===== src/rtl/dcdw_pkg.sv =====
// Shared types, codes and constants for the drive command decoder with watchdog.
package dcdw_pkg;

   localparam int CURVE_DIVISOR_DEFAULT     = 4;
   localparam int TICK_COUNTER_BITS_DEFAULT = 16;

   localparam int CSR_INDEX_W = 2;
   localparam int CSR_DATA_W  = 16;

   localparam logic [CSR_INDEX_W-1:0] CSR_PROFILE_SELECT   = 2'd0;
   localparam logic [CSR_INDEX_W-1:0] CSR_INACTIVITY_LIMIT = 2'd1;
   localparam logic [CSR_INDEX_W-1:0] CSR_CURVE_MIN_SPEED  = 2'd2;

   localparam logic        PROFILE_SIMPLE  = 1'b0;
   localparam logic        PROFILE_APP     = 1'b1;
   localparam logic        PROFILE_RESET   = PROFILE_APP;
   localparam logic [15:0] LIMIT_RESET     = 16'd350;
   localparam logic [7:0]  CURVE_MIN_RESET = 8'd80;

   localparam logic [7:0] SPEED_RESET = 8'd120;
   localparam logic [7:0] SPEED_100   = 8'd100;
   localparam logic [7:0] SPEED_120   = 8'd120;
   localparam logic [7:0] SPEED_140   = 8'd140;
   localparam logic [7:0] SPEED_160   = 8'd160;

   localparam logic OP_BYTE = 1'b0;
   localparam logic OP_TICK = 1'b1;

   localparam logic [7:0] CH_LF  = 8'h0A;
   localparam logic [7:0] CH_CR  = 8'h0D;
   localparam logic [7:0] CH_1   = 8'h31;
   localparam logic [7:0] CH_2   = 8'h32;
   localparam logic [7:0] CH_3   = 8'h33;
   localparam logic [7:0] CH_4   = 8'h34;
   localparam logic [7:0] CH_B   = 8'h42;
   localparam logic [7:0] CH_C   = 8'h43;
   localparam logic [7:0] CH_D   = 8'h44;
   localparam logic [7:0] CH_E   = 8'h45;
   localparam logic [7:0] CH_F   = 8'h46;
   localparam logic [7:0] CH_G   = 8'h47;
   localparam logic [7:0] CH_H   = 8'h48;
   localparam logic [7:0] CH_I   = 8'h49;
   localparam logic [7:0] CH_J   = 8'h4A;
   localparam logic [7:0] CH_K   = 8'h4B;
   localparam logic [7:0] CH_L   = 8'h4C;
   localparam logic [7:0] CH_N   = 8'h4E;
   localparam logic [7:0] CH_R   = 8'h52;
   localparam logic [7:0] CH_S   = 8'h53;
   localparam logic [7:0] CH_U   = 8'h55;
   localparam logic [7:0] CH_X   = 8'h58;
   localparam logic [7:0] CH_Y   = 8'h59;
   localparam logic [7:0] CH_LU  = 8'h75;

   typedef enum logic [2:0] {
      ST_NONE = 3'd0,
      ST_DONE = 3'd1,
      ST_BAD  = 3'd2,
      ST_LINE = 3'd3,
      ST_WDOG = 3'd4
   } status_type;

   typedef enum logic [1:0] {
      DIR_OFF = 2'd0,
      DIR_FWD = 2'd1,
      DIR_REV = 2'd2
   } dir_type;

   typedef struct packed {
      logic        profile;
      logic [15:0] limit;
      logic [7:0]  curve_min;
   } cfg_type;

   typedef struct packed {
      logic [7:0] speed;
      dir_type    right_dir;
      logic [7:0] right_duty;
      dir_type    left_dir;
      logic [7:0] left_duty;
      logic       radio_open;
      logic       wired_open;
      logic       armed;
   } state_type;

   typedef struct packed {
      status_type status;
      dir_type    right_dir;
      logic [7:0] right_speed;
      dir_type    left_dir;
      logic [7:0] left_speed;
      logic [7:0] speed_level;
      logic       armed;
   } result_type;

   function automatic logic is_quick(input logic [7:0] c);
      logic hit;
      begin
         hit = (c == CH_1) || (c == CH_2) || (c == CH_3) || (c == CH_4) ||
               (c == CH_F) || (c == CH_B) || (c == CH_U) || (c == CH_LU) ||
               (c == CH_N) || (c == CH_L) || (c == CH_R) || (c == CH_X) ||
               (c == CH_G) || (c == CH_H) || (c == CH_D) || (c == CH_E) ||
               (c == CH_C) || (c == CH_I) || (c == CH_J) || (c == CH_K) ||
               (c == CH_S) || (c == CH_Y);
         return hit;
      end
   endfunction

endpackage


===== src/rtl/drive_command_decoder_watchdog_top.sv =====
// Drive command decoder with radio inactivity watchdog: top level.
// A transaction's result is registered in the result queue when it is accepted and offered from its head.
// Throughput: one transaction per cycle; under stall a two-entry queue takes them until full.
// Reset (synchronous, active high) restores the registers, motors off, speed 120, queue empty.
module drive_command_decoder_watchdog_top #(
   parameter int CURVE_DIVISOR     = dcdw_pkg::CURVE_DIVISOR_DEFAULT,
   parameter int TICK_COUNTER_BITS = dcdw_pkg::TICK_COUNTER_BITS_DEFAULT
) (
   input  logic                             clock,
   input  logic                             reset,
   input  logic                             req_valid,
   output logic                             req_stall,
   input  logic                             req_operation,
   input  logic [7:0]                       req_data_byte,
   input  logic                             req_from_radio,
   output logic                             rsp_valid,
   input  logic                             rsp_stall,
   output logic [2:0]                       rsp_status,
   output logic [1:0]                       rsp_right_direction,
   output logic [7:0]                       rsp_right_speed,
   output logic [1:0]                       rsp_left_direction,
   output logic [7:0]                       rsp_left_speed,
   output logic [7:0]                       rsp_speed_level,
   output logic                             rsp_watchdog_armed,
   input  logic                             csr_write_enable,
   input  logic [dcdw_pkg::CSR_INDEX_W-1:0] csr_index,
   input  logic [dcdw_pkg::CSR_DATA_W-1:0]  csr_write_data
);
   import dcdw_pkg::*;

   localparam int RESULT_W = $bits(result_type);

   cfg_type                      cfg_ff, cfg_in;
   state_type                    state_ff, state_in, state_dec;
   logic [TICK_COUNTER_BITS-1:0] idle_ff, idle_in, idle_dec;
   status_type                   status_dec;
   result_type                   result_push, result_head;
   logic                         req_accept;
   logic                         rsp_accept;
   logic                         fifo_full;
   logic [RESULT_W-1:0]          head_bits;

   assign req_stall  = fifo_full;
   assign req_accept = req_valid && !req_stall;
   assign rsp_accept = rsp_valid && !rsp_stall;

   dcdw_decode #(
      .CURVE_DIVISOR     (CURVE_DIVISOR),
      .TICK_COUNTER_BITS (TICK_COUNTER_BITS)
   ) u_decode (
      .cfg        (cfg_ff),
      .state_cur  (state_ff),
      .idle_cur   (idle_ff),
      .operation  (req_operation),
      .data_byte  (req_data_byte),
      .from_radio (req_from_radio),
      .state_nxt  (state_dec),
      .idle_nxt   (idle_dec),
      .status     (status_dec)
   );

   always_comb begin
      cfg_in   = cfg_ff;
      state_in = state_ff;
      idle_in  = idle_ff;
      if (csr_write_enable) begin
         unique case (csr_index)
            CSR_PROFILE_SELECT: begin
               cfg_in.profile = csr_write_data[0];
               state_in.speed = SPEED_RESET;
            end
            CSR_INACTIVITY_LIMIT: cfg_in.limit     = csr_write_data;
            CSR_CURVE_MIN_SPEED:  cfg_in.curve_min = csr_write_data[7:0];
            default: ;
         endcase
      end else if (req_accept) begin
         state_in = state_dec;
         idle_in  = idle_dec;
      end
   end

   always_ff @(posedge clock) begin
      if (reset) begin
         cfg_ff.profile    <= PROFILE_RESET;
         cfg_ff.limit      <= LIMIT_RESET;
         cfg_ff.curve_min  <= CURVE_MIN_RESET;
         state_ff.speed      <= SPEED_RESET;
         state_ff.right_dir  <= DIR_OFF;
         state_ff.right_duty <= 8'd0;
         state_ff.left_dir   <= DIR_OFF;
         state_ff.left_duty  <= 8'd0;
         state_ff.radio_open <= 1'b0;
         state_ff.wired_open <= 1'b0;
         state_ff.armed      <= 1'b0;
         idle_ff             <= '0;
      end else begin
         cfg_ff   <= cfg_in;
         state_ff <= state_in;
         idle_ff  <= idle_in;
      end
   end

   always_comb begin
      result_push.status      = status_dec;
      result_push.right_dir   = state_dec.right_dir;
      result_push.right_speed = state_dec.right_duty;
      result_push.left_dir    = state_dec.left_dir;
      result_push.left_speed  = state_dec.left_duty;
      result_push.speed_level = state_dec.speed;
      result_push.armed       = state_dec.armed;
   end

   dcdw_out_fifo #(
      .WIDTH (RESULT_W)
   ) u_out_fifo (
      .clock     (clock),
      .reset     (reset),
      .push      (req_accept),
      .push_data (result_push),
      .pop       (rsp_accept),
      .not_empty (rsp_valid),
      .full      (fifo_full),
      .head_data (head_bits)
   );

   assign result_head         = result_type'(head_bits);
   assign rsp_status          = result_head.status;
   assign rsp_right_direction = result_head.right_dir;
   assign rsp_right_speed     = result_head.right_speed;
   assign rsp_left_direction  = result_head.left_dir;
   assign rsp_left_speed      = result_head.left_speed;
   assign rsp_speed_level     = result_head.speed_level;
   assign rsp_watchdog_armed  = result_head.armed;

`ifndef NO_ASSERTIONS
   a_stall_only_when_backed_up: assert property (@(posedge clock) disable iff (reset)
      req_stall |-> rsp_valid)
      else $error("request stalled with no result pending");

   a_accept_gives_result: assert property (@(posedge clock) disable iff (reset)
      req_accept |=> rsp_valid)
      else $error("accepted transaction produced no result");

   a_disarmed_counter_clear: assert property (@(posedge clock)
      !state_ff.armed |-> idle_ff == '0)
      else $error("idle counter running while watchdog disarmed");

   a_watchdog_stop_motors_off: assert property (@(posedge clock) disable iff (reset)
      rsp_valid && rsp_status == ST_WDOG |->
         rsp_right_direction == DIR_OFF && rsp_left_direction == DIR_OFF &&
         !rsp_watchdog_armed)
      else $error("watchdog stop left a motor running");
`endif

endmodule


===== src/rtl/dcdw_decode.sv =====
// Next-state and status logic for one byte or tick transaction.
module dcdw_decode #(
   parameter int CURVE_DIVISOR     = dcdw_pkg::CURVE_DIVISOR_DEFAULT,
   parameter int TICK_COUNTER_BITS = dcdw_pkg::TICK_COUNTER_BITS_DEFAULT
) (
   input  dcdw_pkg::cfg_type          cfg,
   input  dcdw_pkg::state_type        state_cur,
   input  logic [TICK_COUNTER_BITS-1:0] idle_cur,
   input  logic                       operation,
   input  logic [7:0]                 data_byte,
   input  logic                       from_radio,
   output dcdw_pkg::state_type        state_nxt,
   output logic [TICK_COUNTER_BITS-1:0] idle_nxt,
   output dcdw_pkg::status_type       status
);
   import dcdw_pkg::*;

   localparam int RECIP_SHIFT = 16;
   localparam logic [RECIP_SHIFT:0] RECIP =
      (RECIP_SHIFT+1)'(((1 << RECIP_SHIFT) + CURVE_DIVISOR - 1) / CURVE_DIVISOR);
   localparam int CMP_W = (TICK_COUNTER_BITS > 16) ? TICK_COUNTER_BITS : 16;

   typedef enum logic [1:0] {
      ACT_NONE,
      ACT_MOVE,
      ACT_STOP,
      ACT_BAD
   } act_type;

   logic [RECIP_SHIFT+8:0]       product;
   logic [7:0]                   quotient;
   logic [7:0]                   raised;
   logic [7:0]                   inner;
   logic [TICK_COUNTER_BITS-1:0] idle_sat;
   logic                         limit_hit;
   logic                         line_open;
   act_type                      act;

   // speed / CURVE_DIVISOR, exact for 8-bit speeds
   assign product  = (RECIP_SHIFT+9)'(state_cur.speed) * (RECIP_SHIFT+9)'(RECIP);
   assign quotient = product[RECIP_SHIFT+7:RECIP_SHIFT];
   assign raised   = (quotient < cfg.curve_min) ? cfg.curve_min : quotient;
   assign inner    = (quotient == 8'd0) ? 8'd0 :
                     ((raised > state_cur.speed) ? state_cur.speed : raised);

   assign idle_sat  = (idle_cur == '1) ? idle_cur : TICK_COUNTER_BITS'(idle_cur + 1'b1);
   assign limit_hit = CMP_W'(idle_sat) >= CMP_W'(cfg.limit);
   assign line_open = from_radio ? state_cur.radio_open : state_cur.wired_open;

   always_comb begin
      state_nxt = state_cur;
      idle_nxt  = idle_cur;
      status    = ST_NONE;
      act       = ACT_NONE;
      if (operation == OP_TICK) begin
         if (state_cur.armed) begin
            if (limit_hit) begin
               state_nxt.right_dir  = DIR_OFF;
               state_nxt.right_duty = 8'd0;
               state_nxt.left_dir   = DIR_OFF;
               state_nxt.left_duty  = 8'd0;
               state_nxt.armed      = 1'b0;
               idle_nxt             = '0;
               status               = ST_WDOG;
            end else begin
               idle_nxt = idle_sat;
            end
         end
      end else if (data_byte == CH_CR) begin
         status = ST_NONE;
      end else if (!line_open && is_quick(data_byte)) begin
         if (cfg.profile == PROFILE_APP) begin
            unique case (data_byte)
               CH_1: state_nxt.speed = SPEED_100;
               CH_2: state_nxt.speed = SPEED_120;
               CH_3: state_nxt.speed = SPEED_140;
               CH_4: state_nxt.speed = SPEED_160;
               CH_F: begin
                  state_nxt.right_dir = DIR_FWD; state_nxt.right_duty = state_cur.speed;
                  state_nxt.left_dir  = DIR_FWD; state_nxt.left_duty  = state_cur.speed;
                  act = ACT_MOVE;
               end
               CH_B: begin
                  state_nxt.right_dir = DIR_REV; state_nxt.right_duty = state_cur.speed;
                  state_nxt.left_dir  = DIR_REV; state_nxt.left_duty  = state_cur.speed;
                  act = ACT_MOVE;
               end
               CH_L: begin
                  state_nxt.right_dir = DIR_FWD; state_nxt.right_duty = state_cur.speed;
                  state_nxt.left_dir  = DIR_REV; state_nxt.left_duty  = state_cur.speed;
                  act = ACT_MOVE;
               end
               CH_R: begin
                  state_nxt.right_dir = DIR_REV; state_nxt.right_duty = state_cur.speed;
                  state_nxt.left_dir  = DIR_FWD; state_nxt.left_duty  = state_cur.speed;
                  act = ACT_MOVE;
               end
               CH_G: begin
                  state_nxt.right_dir = DIR_FWD; state_nxt.right_duty = state_cur.speed;
                  state_nxt.left_dir  = DIR_FWD; state_nxt.left_duty  = inner;
                  act = ACT_MOVE;
               end
               CH_H: begin
                  state_nxt.right_dir = DIR_FWD; state_nxt.right_duty = inner;
                  state_nxt.left_dir  = DIR_FWD; state_nxt.left_duty  = state_cur.speed;
                  act = ACT_MOVE;
               end
               CH_I: begin
                  state_nxt.right_dir = DIR_REV; state_nxt.right_duty = state_cur.speed;
                  state_nxt.left_dir  = DIR_REV; state_nxt.left_duty  = inner;
                  act = ACT_MOVE;
               end
               CH_J: begin
                  state_nxt.right_dir = DIR_REV; state_nxt.right_duty = inner;
                  state_nxt.left_dir  = DIR_REV; state_nxt.left_duty  = state_cur.speed;
                  act = ACT_MOVE;
               end
               CH_S: begin
                  state_nxt.right_dir = DIR_OFF; state_nxt.right_duty = 8'd0;
                  state_nxt.left_dir  = DIR_OFF; state_nxt.left_duty  = 8'd0;
                  act = ACT_STOP;
               end
               CH_U, CH_LU, CH_Y: act = ACT_NONE;
               default: act = ACT_BAD;
            endcase
         end else begin
            unique case (data_byte)
               CH_1: state_nxt.speed = SPEED_100;
               CH_2: state_nxt.speed = SPEED_120;
               CH_3: state_nxt.speed = SPEED_160;
               CH_U: begin
                  state_nxt.right_dir = DIR_FWD; state_nxt.right_duty = state_cur.speed;
                  state_nxt.left_dir  = DIR_FWD; state_nxt.left_duty  = state_cur.speed;
                  act = ACT_MOVE;
               end
               CH_N: begin
                  state_nxt.right_dir = DIR_REV; state_nxt.right_duty = state_cur.speed;
                  state_nxt.left_dir  = DIR_REV; state_nxt.left_duty  = state_cur.speed;
                  act = ACT_MOVE;
               end
               CH_L: begin
                  state_nxt.right_dir = DIR_FWD; state_nxt.right_duty = state_cur.speed;
                  state_nxt.left_dir  = DIR_REV; state_nxt.left_duty  = state_cur.speed;
                  act = ACT_MOVE;
               end
               CH_R: begin
                  state_nxt.right_dir = DIR_REV; state_nxt.right_duty = state_cur.speed;
                  state_nxt.left_dir  = DIR_FWD; state_nxt.left_duty  = state_cur.speed;
                  act = ACT_MOVE;
               end
               CH_X: begin
                  state_nxt.right_dir = DIR_OFF; state_nxt.right_duty = 8'd0;
                  state_nxt.left_dir  = DIR_OFF; state_nxt.left_duty  = 8'd0;
                  act = ACT_STOP;
               end
               CH_D: begin
                  state_nxt.right_dir = DIR_FWD; state_nxt.right_duty = state_cur.speed;
                  act = ACT_MOVE;
               end
               CH_E: begin
                  state_nxt.right_dir = DIR_REV; state_nxt.right_duty = state_cur.speed;
                  act = ACT_MOVE;
               end
               CH_C: begin
                  state_nxt.right_dir = DIR_OFF; state_nxt.right_duty = 8'd0;
                  act = ACT_STOP;
               end
               CH_I: begin
                  state_nxt.left_dir = DIR_FWD; state_nxt.left_duty = state_cur.speed;
                  act = ACT_MOVE;
               end
               CH_J: begin
                  state_nxt.left_dir = DIR_REV; state_nxt.left_duty = state_cur.speed;
                  act = ACT_MOVE;
               end
               CH_K: begin
                  state_nxt.left_dir = DIR_OFF; state_nxt.left_duty = 8'd0;
                  act = ACT_STOP;
               end
               default: act = ACT_BAD;
            endcase
         end
         status = (act == ACT_BAD) ? ST_BAD : ST_DONE;
         if (from_radio && act == ACT_MOVE) begin
            idle_nxt        = '0;
            state_nxt.armed = 1'b1;
         end else if (from_radio && act == ACT_STOP) begin
            idle_nxt        = '0;
            state_nxt.armed = 1'b0;
         end
      end else if (data_byte == CH_LF) begin
         if (line_open) begin
            if (from_radio) state_nxt.radio_open = 1'b0;
            else            state_nxt.wired_open = 1'b0;
            status = ST_LINE;
         end
      end else begin
         if (from_radio) state_nxt.radio_open = 1'b1;
         else            state_nxt.wired_open = 1'b1;
      end
   end

endmodule


===== src/rtl/dcdw_out_fifo.sv =====
// Two-entry result queue between the decoder and the response channel.
module dcdw_out_fifo #(
   parameter int WIDTH = 32
) (
   input  logic             clock,
   input  logic             reset,
   input  logic             push,
   input  logic [WIDTH-1:0] push_data,
   input  logic             pop,
   output logic             not_empty,
   output logic             full,
   output logic [WIDTH-1:0] head_data
);

   logic [WIDTH-1:0] entry_ff [2];
   logic             wr_ptr_ff, wr_ptr_in;
   logic             rd_ptr_ff, rd_ptr_in;
   logic [1:0]       count_ff, count_in;

   assign not_empty = count_ff != 2'd0;
   assign full      = count_ff == 2'd2;
   assign head_data = entry_ff[rd_ptr_ff];

   always_comb begin
      wr_ptr_in = push ? ~wr_ptr_ff : wr_ptr_ff;
      rd_ptr_in = pop  ? ~rd_ptr_ff : rd_ptr_ff;
      count_in  = count_ff + {1'b0, push} - {1'b0, pop};
   end

   always_ff @(posedge clock) begin
      if (reset) begin
         wr_ptr_ff <= 1'b0;
         rd_ptr_ff <= 1'b0;
         count_ff  <= 2'd0;
      end else begin
         wr_ptr_ff <= wr_ptr_in;
         rd_ptr_ff <= rd_ptr_in;
         count_ff  <= count_in;
      end
   end

   always_ff @(posedge clock) begin
      if (push) begin
         entry_ff[wr_ptr_ff] <= push_data;
      end
   end

endmodule

===== config.mk =====
export PLATFORM = sky130hd
export DESIGN_NAME = drive_command_decoder_watchdog_top
export DESIGN_NICKNAME = d
export VERILOG_FILES = /design/src/rtl/dcdw_pkg.sv /design/src/rtl/drive_command_decoder_watchdog_top.sv /design/src/rtl/dcdw_decode.sv /design/src/rtl/dcdw_out_fifo.sv
export SDC_FILE = /design/constraint.sdc
export NUM_CORES = 1
export LEC_CHECK = 0
export BUFFER_PORTS_ARGS = -buffer_cell sky130_fd_sc_hd__buf_2
export CAP_MARGIN = 15
export CELL_PAD_IN_SITES_DETAIL_PLACEMENT = 1
export CELL_PAD_IN_SITES_GLOBAL_PLACEMENT = 1
export CORE_ASPECT_RATIO = 0.8
export CORE_MARGIN = 2
export CORE_UTILIZATION = 47
export DETAILED_ROUTE_END_ITERATION = 16
export GPL_TIMING_DRIVEN = 0
export PLACE_DENSITY = 0.81
export SETUP_SLACK_MARGIN = 0.15
export SLEW_MARGIN = 20
export SYNTH_ARGS = -nofsm -noshare
export SYNTH_HDL_FRONTEND = slang
export SYNTH_HIERARCHICAL = 1
export SYNTH_SLANG_ARGS = --single-unit

===== constraint.sdc =====
create_clock -name clock -period 4.55 [get_ports clock]
set_input_delay 0.455 -clock clock [delete_from_list [all_inputs] [get_ports clock]]
set_output_delay 0.455 -clock clock [all_outputs]
set_load 0.05 [all_outputs]

==> results of run 1 <==
kinds of logic (layout without fill, tap and decap cells):
family | after synthesis | in the layout | share of synthesized area
xor gates and xnor gates | 16 | 16 | 0.0178
buffers and inverters | 103 | 210 | 0.0605
adders and majority gates | 32 | 32 | 0.0463
DFF | 141 | 141 | 0.401
and+or+nand+nor | 367 | 367 | 0.206
AOI/OAI and AO/OA | 256 | 256 | 0.198
muxes | 45 | 45 | 0.0705
per-stage QoR:
stage                     utilization  hold slack [ns]  power (mW)
after floorplan                     -            0.433        2.45
after global placement          0.510            0.442        2.70
after detailed placement        0.513            0.448        2.76
after CTS                       0.550            0.225        4.06
after global routing            0.565            0.251        4.20
final                           0.565            0.232        4.05
path summary, 6_finish.rpt:
path | start | end | slack [ns] | depth (start not counted)
hold reg to reg | cfg_ff[15]$_SDFFE_PP0P_ | cfg_ff[15]$_SDFFE_PP0P_ | 0.46 | 2
hold / removal | csr_write_data[8] | cfg_ff[16]$_SDFFE_PP1P_ | 0.23 | 3
setup / recovery | idle_ff[10]$_SDFFE_PP0P_ | state_ff[7]$_SDFFE_PP0P_ | 0.20 | 20
setup reg to reg | idle_ff[10]$_SDFFE_PP0P_ | state_ff[7]$_SDFFE_PP0P_ | 0.20 | 20
synth_stat cells (11+ instances only):
master,count,share of area
ha_1,32,0.046
nand4_1,11,0.0080
xnor2_1,12,0.012
o21ai_0,37,0.021
a222oi_1,12,0.014
nor2_1,60,0.026
nand3_1,19,0.011
buf_2,19,0.011
a22o_1,18,0.018
inv_1,39,0.017
a21oi_1,86,0.050
nor2b_1,16,0.012
dfxtp_1,77,0.18
nand2_1,165,0.072
a21o_1,11,0.0096
clkbuf_1,31,0.013
a22oi_1,11,0.0096
edfxtp_1,64,0.22
nor3_1,22,0.013
mux2_4,30,0.052
power by group:
group,switching [mW],leakage [nW],internal [mW]
combinational,0.821,2.54,0.424
sequential,0.0511,1.23,1.45
clock,0.598,0.255,0.708
total,1.47,4.02,2.58
routing by layer:
metal | wire length (um) | vias up | global-route usage
li1 | - | 3691 | -
met1 | 13600 | 4022 | 0.436
met2 | 13200 | 425 | 0.462
met3 | 2690 | 66 | 0.0724
met4 | 743 | 0 | 0.103
met5 | 0 | - | 0
repair_timing:
action / 4_1_cts / 5_1_grt
cloned: 0 / 1
gates resized for setup: 30 / 58
endpoints found under the setup margin: 81 / 80
pin swaps: 2 / 12
setup buffers: 3 / 7
cell type report:
type	count	area (um^2)	area share
Multi-Input combinational cell	716	4920	0.481
Sequential cell	141	3470	0.339
Timing Repair Buffer	75	450	0.0440
Clock buffer	19	433	0.0423
Buffer	64	412	0.0402
Tap cell	230	288	0.0281
Inverter	39	146	0.0143
Clock inverter	13	104	0.0102
worst min-delay path: cells and delay by family:
| kind | cells | cell delay (ns) |
|---|---|---|
| and+or+nand+nor | 2 | 0.11 |
| buffers and inverters | 1 | 0.08 |
flip-flops by register name, indices dropped and copies added (netlist names), named ones only:
name                  cells
state_ff                 31
u_out_fifo/entry_ff      64
idle_ff                  16
u_out_fifo/rd_ptr_ff      1
u_out_fifo/count_ff       2
u_out_fifo/wr_ptr_ff      1
cfg_ff                   25
==> summary.md, run 1 <==
| Metric | Value |
|---|---|
| Syn Inst Count | 960 |
| Status | finished clean |
| Area growth syn-to-layout | 18.3% |
| Die H | 125 um |
| Seq cells post-synth | 141 |
| Slew at the pin closest to its max-slew limit | 1.02 ns |
| Vias | 8,204 |
| Pre-antenna DRT Iters | 6 |
| Placed inst area | 0.00929 mm^2 |
| Cts hold-fix bufs | 0 |
| Synth Flop Type | dfxtp_1 |
| Synth warnings | 6 |
| Design Area, Final | 0.0102 mm^2 |
| Power Density | 396 mW/mm^2 |
| Total negative slack | 0 ns |
| Most frequent cells in the layout | nand2_1 (163), a21oi_1 (82), buf_2 (80) |
| CTS Buffer Depth | 2 |
| Final worst path period share | 0.956 |
| DP Cell Count | 1,254 |
| Crit-path cells | and3_4, nand4_1, or3_1, clkbuf_4, and4_4, and2_1, nand2_2, xnor2_2, ha_1, a21oi_2, o21ai_2, a211oi_4, o31ai_4, buf_4, buf_4, and3_2, buf_12, nor3_4, nand2_1, a21oi_2 |
| Slew HR | 0.314 |
| Vias per Instance | 6.33 |
| Port buffer count | 62 |
| Number of synthesized flops with an enable pin | 64 |
| Class of the worst hold path | in -> reg |
| Nets | 1,119 |
| Final count of negative-setup-slack endpoints | 0 |
| Setup ws final | 0.198 ns |
| # clock sinks | 141 |
| Slowest stage delay, CP | 0.40 ns |
| GPL Wtd Cong | 0.958 |
| Synth Net Count | 1,025 |
| Unrepaired setup endpoints after global routing | false |
| Yosys cell types | 78 |
| Crit Path Category | reg -> reg |
| Buf+Inv Stages, Crit Path | 4 |
| H-tree depth | 4 |
| Final min period | 4.35 ns |
| Number of global-route vias before repair | 8,199 |
| Initial antenna violation count | 1 |
| Crit path capture type | flip-flop |
| FILL cells | 2,104 |
| Clk_lat worst skew | 0.44 ns |
| Slowest CP cell | dfxtp_2 |
| First-pass GRT wire length | 46,300 um |
| Row cnt | 44 |
| CTS tree | done |
| Register area share after synthesis | 0.401 |
| Final Max Tran Viols | 0 |
| Final wirelength | 30,200 um |
| Root Buffer | clkbuf_16 |
| Cts bufs inserted | 17 |
| Worst VDD drop | 0.231 mV |
| Static Leakage | 4.02 nW |
| GRT overflow | 0 |
| Synthesized cell area | 0.00865 mm^2 |
| Hpwl dp | 21,200 um |
| Clk_skew | 0.0139 ns |
| Kind of cell adding the most delay to the critical path | simple AND/OR/NAND/NOR gates |
| Antenna diodes | 0 |
| Die ar. | 0.0195 mm^2 |
| CP Max Fanout | 8 |
| I/O Pins | 67 |
| Critical Path Start Type | flip-flop |
| Ys async rst share | 0 |
| Max-Cap Viols | 0 |
| Antenna viol nets, final | 0 |
| Post-route insts no fill | 1,297 |
| Core area | 0.0181 mm^2 |
| Pre-CTS WS | -0.846 ns |
| Drt drc | 0 |
| Worst EP required | 4.91 ns |
| Layout cell share with drive strength beyond 1 | 0.226 |
| 1st-iter DRT viols | 935 |
| Global-route usage over all layers | 0.307 |
| Arr. time, crit path | 4.71 ns |
| Most common cell after layout, fill and taps aside | nand2_1 |
| Initial Utilization | 0.477 |
| Clk slew on worst S/H paths | 0.06 ns |
| Die X | 156 um |
| WL/cell | 23.3 um |
| Mean Syn Cell Area | 9.01 um^2 |
| FMAX | 230 MHz |
| Largest net degree at the start of global routing | 31 |
| Final Hold Fails | 0 |
Power figures use the tool's default switching activity.
==> inputs of run 2 (changes only) <==
--- a/config.mk
+++ b/config.mk
@@ -13,8 +13,9 @@
 export CORE_MARGIN = 2
 export CORE_UTILIZATION = 47
 export DETAILED_ROUTE_END_ITERATION = 16
+export GPL_ROUTABILITY_DRIVEN = 0
 export GPL_TIMING_DRIVEN = 0
-export PLACE_DENSITY = 0.81
+export PLACE_DENSITY_LB_ADDON = 0.1
 export SETUP_SLACK_MARGIN = 0.15
 export SLEW_MARGIN = 20
 export SYNTH_ARGS = -nofsm -noshare
==> summary.md, run 2 (same netlist as run 1, synthesis figures left out) <==
| Metric | Value |
|---|---|
| Status | finished clean |
| R2R Path End | state_ff[0]$_SDFFE_PP0P_ |
| Class of the worst hold path | in -> reg |
| Slew HR | 0.447 |
| Buf+Inv Stages, Crit Path | 3 |
| Final min period | 4.37 ns |
| Layout cell share with drive strength beyond 1 | 0.221 |
| CTS tree | done |
| I/O Pins | 67 |
| Static Leakage | 4.04 nW |
| Cts hold-fix bufs | 0 |
| R2R depth | 20 |
| Die ar. | 0.0195 mm^2 |
| Row cnt | 44 |
| CP Max Fanout | 10 |
| Unrepaired setup endpoints after global routing | false |
| Initial antenna violation count | 1 |
| Most frequent cells in the layout | nand2_1 (162), a21oi_1 (84), buf_2 (80) |
| Hold depth | 3 |
| CTS Buffer Depth | 2 |
| Antenna viol nets, final | 0 |
| Hold_sp | csr_write_data[8] |
| Slowest CP cell | dfxtp_4 |
| Min Hold Slack | 0.233 ns |
| # clock sinks | 141 |
| Core area | 0.0181 mm^2 |
| Max-Cap Viols | 0 |
| Clk_skew | 0.0106 ns |
| Worst VDD drop | 0.227 mV |
| Slowest stage delay, CP | 0.40 ns |
| Sw Share | 0.364 |
| Initial Utilization | 0.477 |
| Setup slack, reg-to-reg | 0.18 ns |
| Final wirelength | 30,000 um |
| Sequential power share | 0.359 |
| Area growth syn-to-layout | 18.4% |
| Pre-antenna DRT Iters | 5 |
| 1st-iter DRT viols | 752 |
| Most common cell after layout, fill and taps aside | nand2_1 |
| Vias | 8,069 |
| Kind of cell adding the most delay to the critical path | simple AND/OR/NAND/NOR gates |
| First-pass GRT wire length | 46,000 um |
| Global-route usage over all layers | 0.306 |
| Largest regs | u_out_fifo/entry_ff: 64 flops, state_ff: 31 flops, cfg_ff: 25 flops |
| Final Total Pwr | 4.19 mW |
| Port buffer count | 62 |
| Final Max Tran Viols | 0 |
| Cts bufs inserted | 17 |
| Sw Pwr | 1.52 mW |
| Die X | 156 um |
| Clock share of power | 0.344 |
| Nets | 1,114 |
| Power Density | 409 mW/mm^2 |
| Drt drc | 0 |
| WL/cell | 23.2 um |
| Critical Path Start Type | flip-flop |
| Internal power | 2.66 mW |
| Root Buffer | clkbuf_16 |
| Clk slew on worst S/H paths | 0.07 ns |
| Most Frequent Cell on Critical Path | nand2_1 |
| Number of global-route vias before repair | 7,990 |
| Final Hold Fails | 0 |
| Final count of negative-setup-slack endpoints | 0 |
| GRT overflow | 0 |
| Crit path capture type | flip-flop |
| Arr. time, crit path | 4.64 ns |
| FMAX | 229 MHz |
| Multi-input gate area | 0.00492 mm^2 |
| Antenna diodes | 0 |
| Clk_lat worst skew | 0.43 ns |
| Slew at the pin closest to its max-slew limit | 0.808 ns |
| Final worst path period share | 0.959 |
| Storage cell area | 0.00348 mm^2 |
| Largest net degree at the start of global routing | 32 |
| Crit-path cells | and3_4, nand4_1, or3_1, buf_2, and4_4, and2_1, nand3_2, xnor2_2, ha_1, nand2_1, o21ai_4, a41oi_2, o31ai_4, buf_4, nor2_2, clkbuf_8, a211oi_1, nand2_2, nand2_1, a21oi_1 |
| Worst EP required | 4.83 ns |
| H-tree depth | 4 |
| Comb pwr share | 0.297 |
| Top reg by flops | u_out_fifo/entry_ff |
| Vias per Instance | 6.25 |
| Hpwl dp | 21,200 um |
| Crit Path Category | reg -> reg |
| FILL cells | 2,131 |
| Max FFs per register | 64 |
| Die H | 125 um |
| Hold EP | cfg_ff[16]$_SDFFE_PP1P_ |
| RR Startpoint | idle_ff[11]$_SDFFE_PP0P_ |
## run 2: cell count changes in the layout (fill, tap and decap cells not counted), sizes merged
| cell | before | now |
|---|---|---|
| buf | 110 | 101 |
| bufinv | 0 | 1 |
| clkbuf | 48 | 50 |
| clkinv | 3 | 4 |
| clkinvlp | 3 | 1 |
| inv | 46 | 48 |
## run 2: cell type report
type	instances	share of cell area
multi-input cells	716	0.481
flip-flops and latches	141	0.340
clock buffers	17	0.0416
plain buffers	64	0.0397
repair buffers	70	0.0395
well taps	230	0.0281
clock inverters	15	0.0164
inverters	39	0.0143
## run 2: routing by layer
layer / GRT usage / wire (um) / up-vias
li1: - / - / 3688
met1: 0.454 / 14200 / 3977
met2: 0.459 / 13200 / 354
met3: 0.0471 / 2130 / 50
met4: 0.0917 / 579 / 0
met5: 0 / 0 / -
## run 2: worst max path at each step
stage | startpoint | end | cells after the start
6_report | idle_ff[11]$_SDFFE_PP0P_ | state_ff[0]$_SDFFE_PP0P_ | 20
5_1_grt | idle_ff[11]$_SDFFE_PP0P_ | state_ff[0]$_SDFFE_PP0P_ | 20
4_1_cts | state_ff[30]$_SDFFE_PP0P_ | state_ff[6]$_SDFFE_PP0P_ | 16
3_5_place_dp | idle_ff[11]$_SDFFE_PP0P_ | state_ff[12]$_SDFFE_PP0P_ | 18
3_3_place_gp | idle_ff[11]$_SDFFE_PP0P_ | u_out_fifo/entry_ff[0][18]$_DFFE_PP_ | 16
2_1_floorplan | idle_ff[11]$_SDFFE_PP0P_ | u_out_fifo/entry_ff[0][26]$_DFFE_PP_ | 16
## run 2: metrics by stage
step	TNS, ns	cell area, um^2	worst slack (ns)	instances	util
finish	0	10200	0.185	1292	0.565
CTS	0	10100	0.153	1290	0.557
global route	0	10200	0.0396	1292	0.565
floorplan	0	8650	0.486	960	-
global placement	-57.70	9250	-0.970	1252	0.510
detailed placement	-33.70	9310	-0.729	1254	0.514
## run 2: power by group through the flow
stage	sequential, mW	clock (mW)	combinational (mW)
global route	1.51	1.50	1.32
finish	1.50	1.44	1.24
floorplan	1.51	0	0.937
global placement	1.53	0	1.17
CTS	1.50	1.46	1.24
detailed placement	1.53	0	1.23
## run 2: worst reg2reg max path, stage by stage, from the launching register on
cell,delay [ns]
dfxtp_4,0.40
and3_4,0.22
nand4_1,0.17
or3_1,0.40
buf_2,0.19
and4_4,0.24
and2_1,0.21
nand3_2,0.13
xnor2_2,0.10
ha_1,0.37
nand2_1,0.11
o21ai_4,0.20
a41oi_2,0.09
o31ai_4,0.35
buf_4,0.18
nor2_2,0.06
clkbuf_8,0.19
a211oi_1,0.28
nand2_2,0.18
nand2_1,0.10
a21oi_1,0.06
## run 2: what timing repair did
action,in CTS,in global routing
pin swaps,3,7
buffers inserted,3,2
gates resized for setup,37,44
gates cloned,1,0
endpoints found under the setup margin,80,79
==> inputs of run 3 (changes only) <==
==> constraint.sdc (replaced) <==
create_clock -name clock -period 4.45 [get_ports clock]
set_input_delay 0.445 -clock clock [delete_from_list [all_inputs] [get_ports clock]]
set_output_delay 0.445 -clock clock [all_outputs]
set_load 0.05 [all_outputs]
==> summary.md, run 3 (same netlist as run 1, synthesis figures left out) <==
| Metric | Value |
|---|---|
| Final worst path period share | 0.960 |
| Post-route insts no fill | 1,300 |
| Crit path launch | idle_ff[12]$_SDFFE_PP0P_ |
| Kind of cell adding the most delay to the critical path | simple AND/OR/NAND/NOR gates |
| Antenna viol nets, final | 0 |
| Unrepaired setup endpoints after global routing | true |
| Most frequent cells in the layout | nand2_1 (162), a21oi_1 (84), buf_2 (79) |
| Initial Utilization | 0.477 |
| H-tree depth | 4 |
| Max-Cap Viols | 0 |
| Crit path capture type | flip-flop |
| Crit-path cells | and3_4, nand4_1, or3_1, clkbuf_4, and4_4, and2_1, nand3_2, xnor2_2, ha_1, nand2_1, o21ai_2, a41oi_2, o31ai_4, buf_6, a21boi_4, clkbuf_8, a211o_1, buf_4 |
| Largest regs | u_out_fifo/entry_ff: 64 flops, state_ff: 31 flops, cfg_ff: 25 flops |
| CP Max Fanout | 8 |
| Slew HR | 0.456 |
| Status | finished clean |
| Final Max Tran Viols | 0 |
| Pre-antenna DRT Iters | 5 |
| Arr. time, crit path | 4.46 ns |
| Class of the worst hold path | in -> reg |
| Clk_lat worst skew | 0.43 ns |
| Cts hold-fix bufs | 0 |
| Final Hold Fails | 0 |
| Sw Pwr | 1.56 mW |
| Drt drc | 0 |
| CTS tree | done |
| Core area | 0.0181 mm^2 |
| Final wirelength | 30,300 um |
| Die ar. | 0.0195 mm^2 |
| Area growth syn-to-layout | 19.6% |
| Static Leakage | 4.09 nW |
| Largest net degree at the start of global routing | 32 |
| Critical Path Start Type | flip-flop |
| Comb pwr share | 0.298 |
| Most common cell after layout, fill and taps aside | nand2_1 |
| CTS Buffer Depth | 2 |
| Vias per Instance | 6.23 |
| Power Density | 414 mW/mm^2 |
| RR Startpoint | idle_ff[12]$_SDFFE_PP0P_ |
| Vias | 8,098 |
| Nets | 1,122 |
| I/O Pins | 67 |
| Port buffer count | 62 |
| Worst VDD drop | 0.249 mV |
| # clock sinks | 141 |
| Pre-CTS WS | -0.829 ns |
| Cts bufs inserted | 17 |
| Slowest stage delay, CP | 0.44 ns |
| Die H | 125 um |
| Die X | 156 um |
| Layout cell share with drive strength beyond 1 | 0.231 |
| First-pass GRT wire length | 46,400 um |
| Antenna diodes | 0 |
| Clock share of power | 0.344 |
| Row cnt | 44 |
| DP Cell Count | 1,254 |
| Clk_skew | 0.0110 ns |
| Setup ws final | 0.177 ns |
| Worst EP required | 4.63 ns |
| Final count of negative-setup-slack endpoints | 0 |
| Crit Path Category | reg -> reg |
| Number of global-route vias before repair | 8,060 |
| Slew at the pin closest to its max-slew limit | 0.810 ns |
| Sw Share | 0.364 |
| Hpwl dp | 21,200 um |
| FILL cells | 2,137 |
| Initial antenna violation count | 1 |
| Clk slew on worst S/H paths | 0.07 ns |
| 1st-iter DRT viols | 853 |
| Hold_sp | csr_write_data[8] |
| Final min period | 4.27 ns |
| GRT overflow | 0 |
| Global-route usage over all layers | 0.308 |
| WL/cell | 23.3 um |
| Slowest CP cell | or3_1 |
| Root Buffer | clkbuf_16 |
| Internal power | 2.73 mW |
| Max FFs per register | 64 |
| Buf+Inv Stages, Crit Path | 4 |
| Sequential power share | 0.358 |
| Top reg by flops | u_out_fifo/entry_ff |
| FMAX | 234 MHz |
==> run 3: repair_timing <==
action	CTS	global route
endpoints found under the setup margin	81	79
gates resized for setup	50	45
pin swaps	10	7
buffers inserted	8	5
gates cloned	1	0
==> run 3: path summary, 6_finish.rpt <==
| kind | endpoint | slack (ns) | cells past startpoint |
|---|---|---|---|
| setup / recovery | u_out_fifo/entry_ff[0][26]$_DFFE_PP_ | 0.18 | 18 |
| hold / removal | cfg_ff[16]$_SDFFE_PP1P_ | 0.22 | 3 |
| setup reg to reg | u_out_fifo/entry_ff[0][26]$_DFFE_PP_ | 0.18 | 18 |
| hold reg to reg | cfg_ff[23]$_SDFFE_PP0P_ | 0.46 | 2 |
==> run 3: per-layer routing <==
| metal | part of all wire | routed length [um] | global-route usage | vias to the layer above |
|---|---|---|---|---|
| met1 | 0.47 | 14200 | 0.454 | 4014 |
| met2 | 0.44 | 13300 | 0.463 | 333 |
| met4 | 0.020 | 593 | 0.0934 | 0 |
| met5 | 0 | 0 | 0 | - |
| li1 | - | - | - | 3699 |
| met3 | 0.074 | 2250 | 0.0527 | 52 |
==> run 3: power by group through the flow <==
stage               clock, mW  sequential [mW]  combinational [mW]
floorplan                   0             1.55               0.959
global placement            0             1.56                1.20
detailed placement          0             1.57                1.26
CTS                      1.49             1.54                1.27
global route             1.54             1.55                1.35
finish                   1.48             1.54                1.28
==> run 3: worst reg2reg max path: stages, from the launching register on <==
cell      delay [ns]
dfxtp_2         0.37
and3_4          0.22
nand4_1         0.19
or3_1           0.44
clkbuf_4        0.21
and4_4          0.24
and2_1          0.21
nand3_2         0.13
xnor2_2         0.11
ha_1            0.35
nand2_1         0.08
o21ai_2         0.23
a41oi_2         0.08
o31ai_4         0.30
buf_6           0.17
a21boi_4        0.08
clkbuf_8        0.18
a211o_1         0.28
buf_4           0.16
==> run 3: area by class of cell <==
cell class	instances	area [um^2]	share of cell area
plain buffers	64	424	0.0410
multi-input cells	716	4950	0.479
inverters	39	146	0.0142
repair buffers	78	464	0.0449
well taps	230	288	0.0278
clock buffers	17	425	0.0411
clock inverters	15	168	0.0162
flip-flops and latches	141	3480	0.336
==> run 3: stage by stage <==
stage / hold WS [ns] / TNS [ns] / total power [mW] / instance area [um^2] / utilization
floorplan: 0.433 / 0 / 2.51 / 8650 / -
global placement: 0.440 / -65.80 / 2.76 / 9250 / 0.510
detailed placement: 0.448 / -41.47 / 2.82 / 9310 / 0.514
CTS: 0.214 / 0 / 4.30 / 10200 / 0.562
global route: 0.231 / 0 / 4.44 / 10300 / 0.571
finish: 0.223 / 0 / 4.29 / 10300 / 0.571
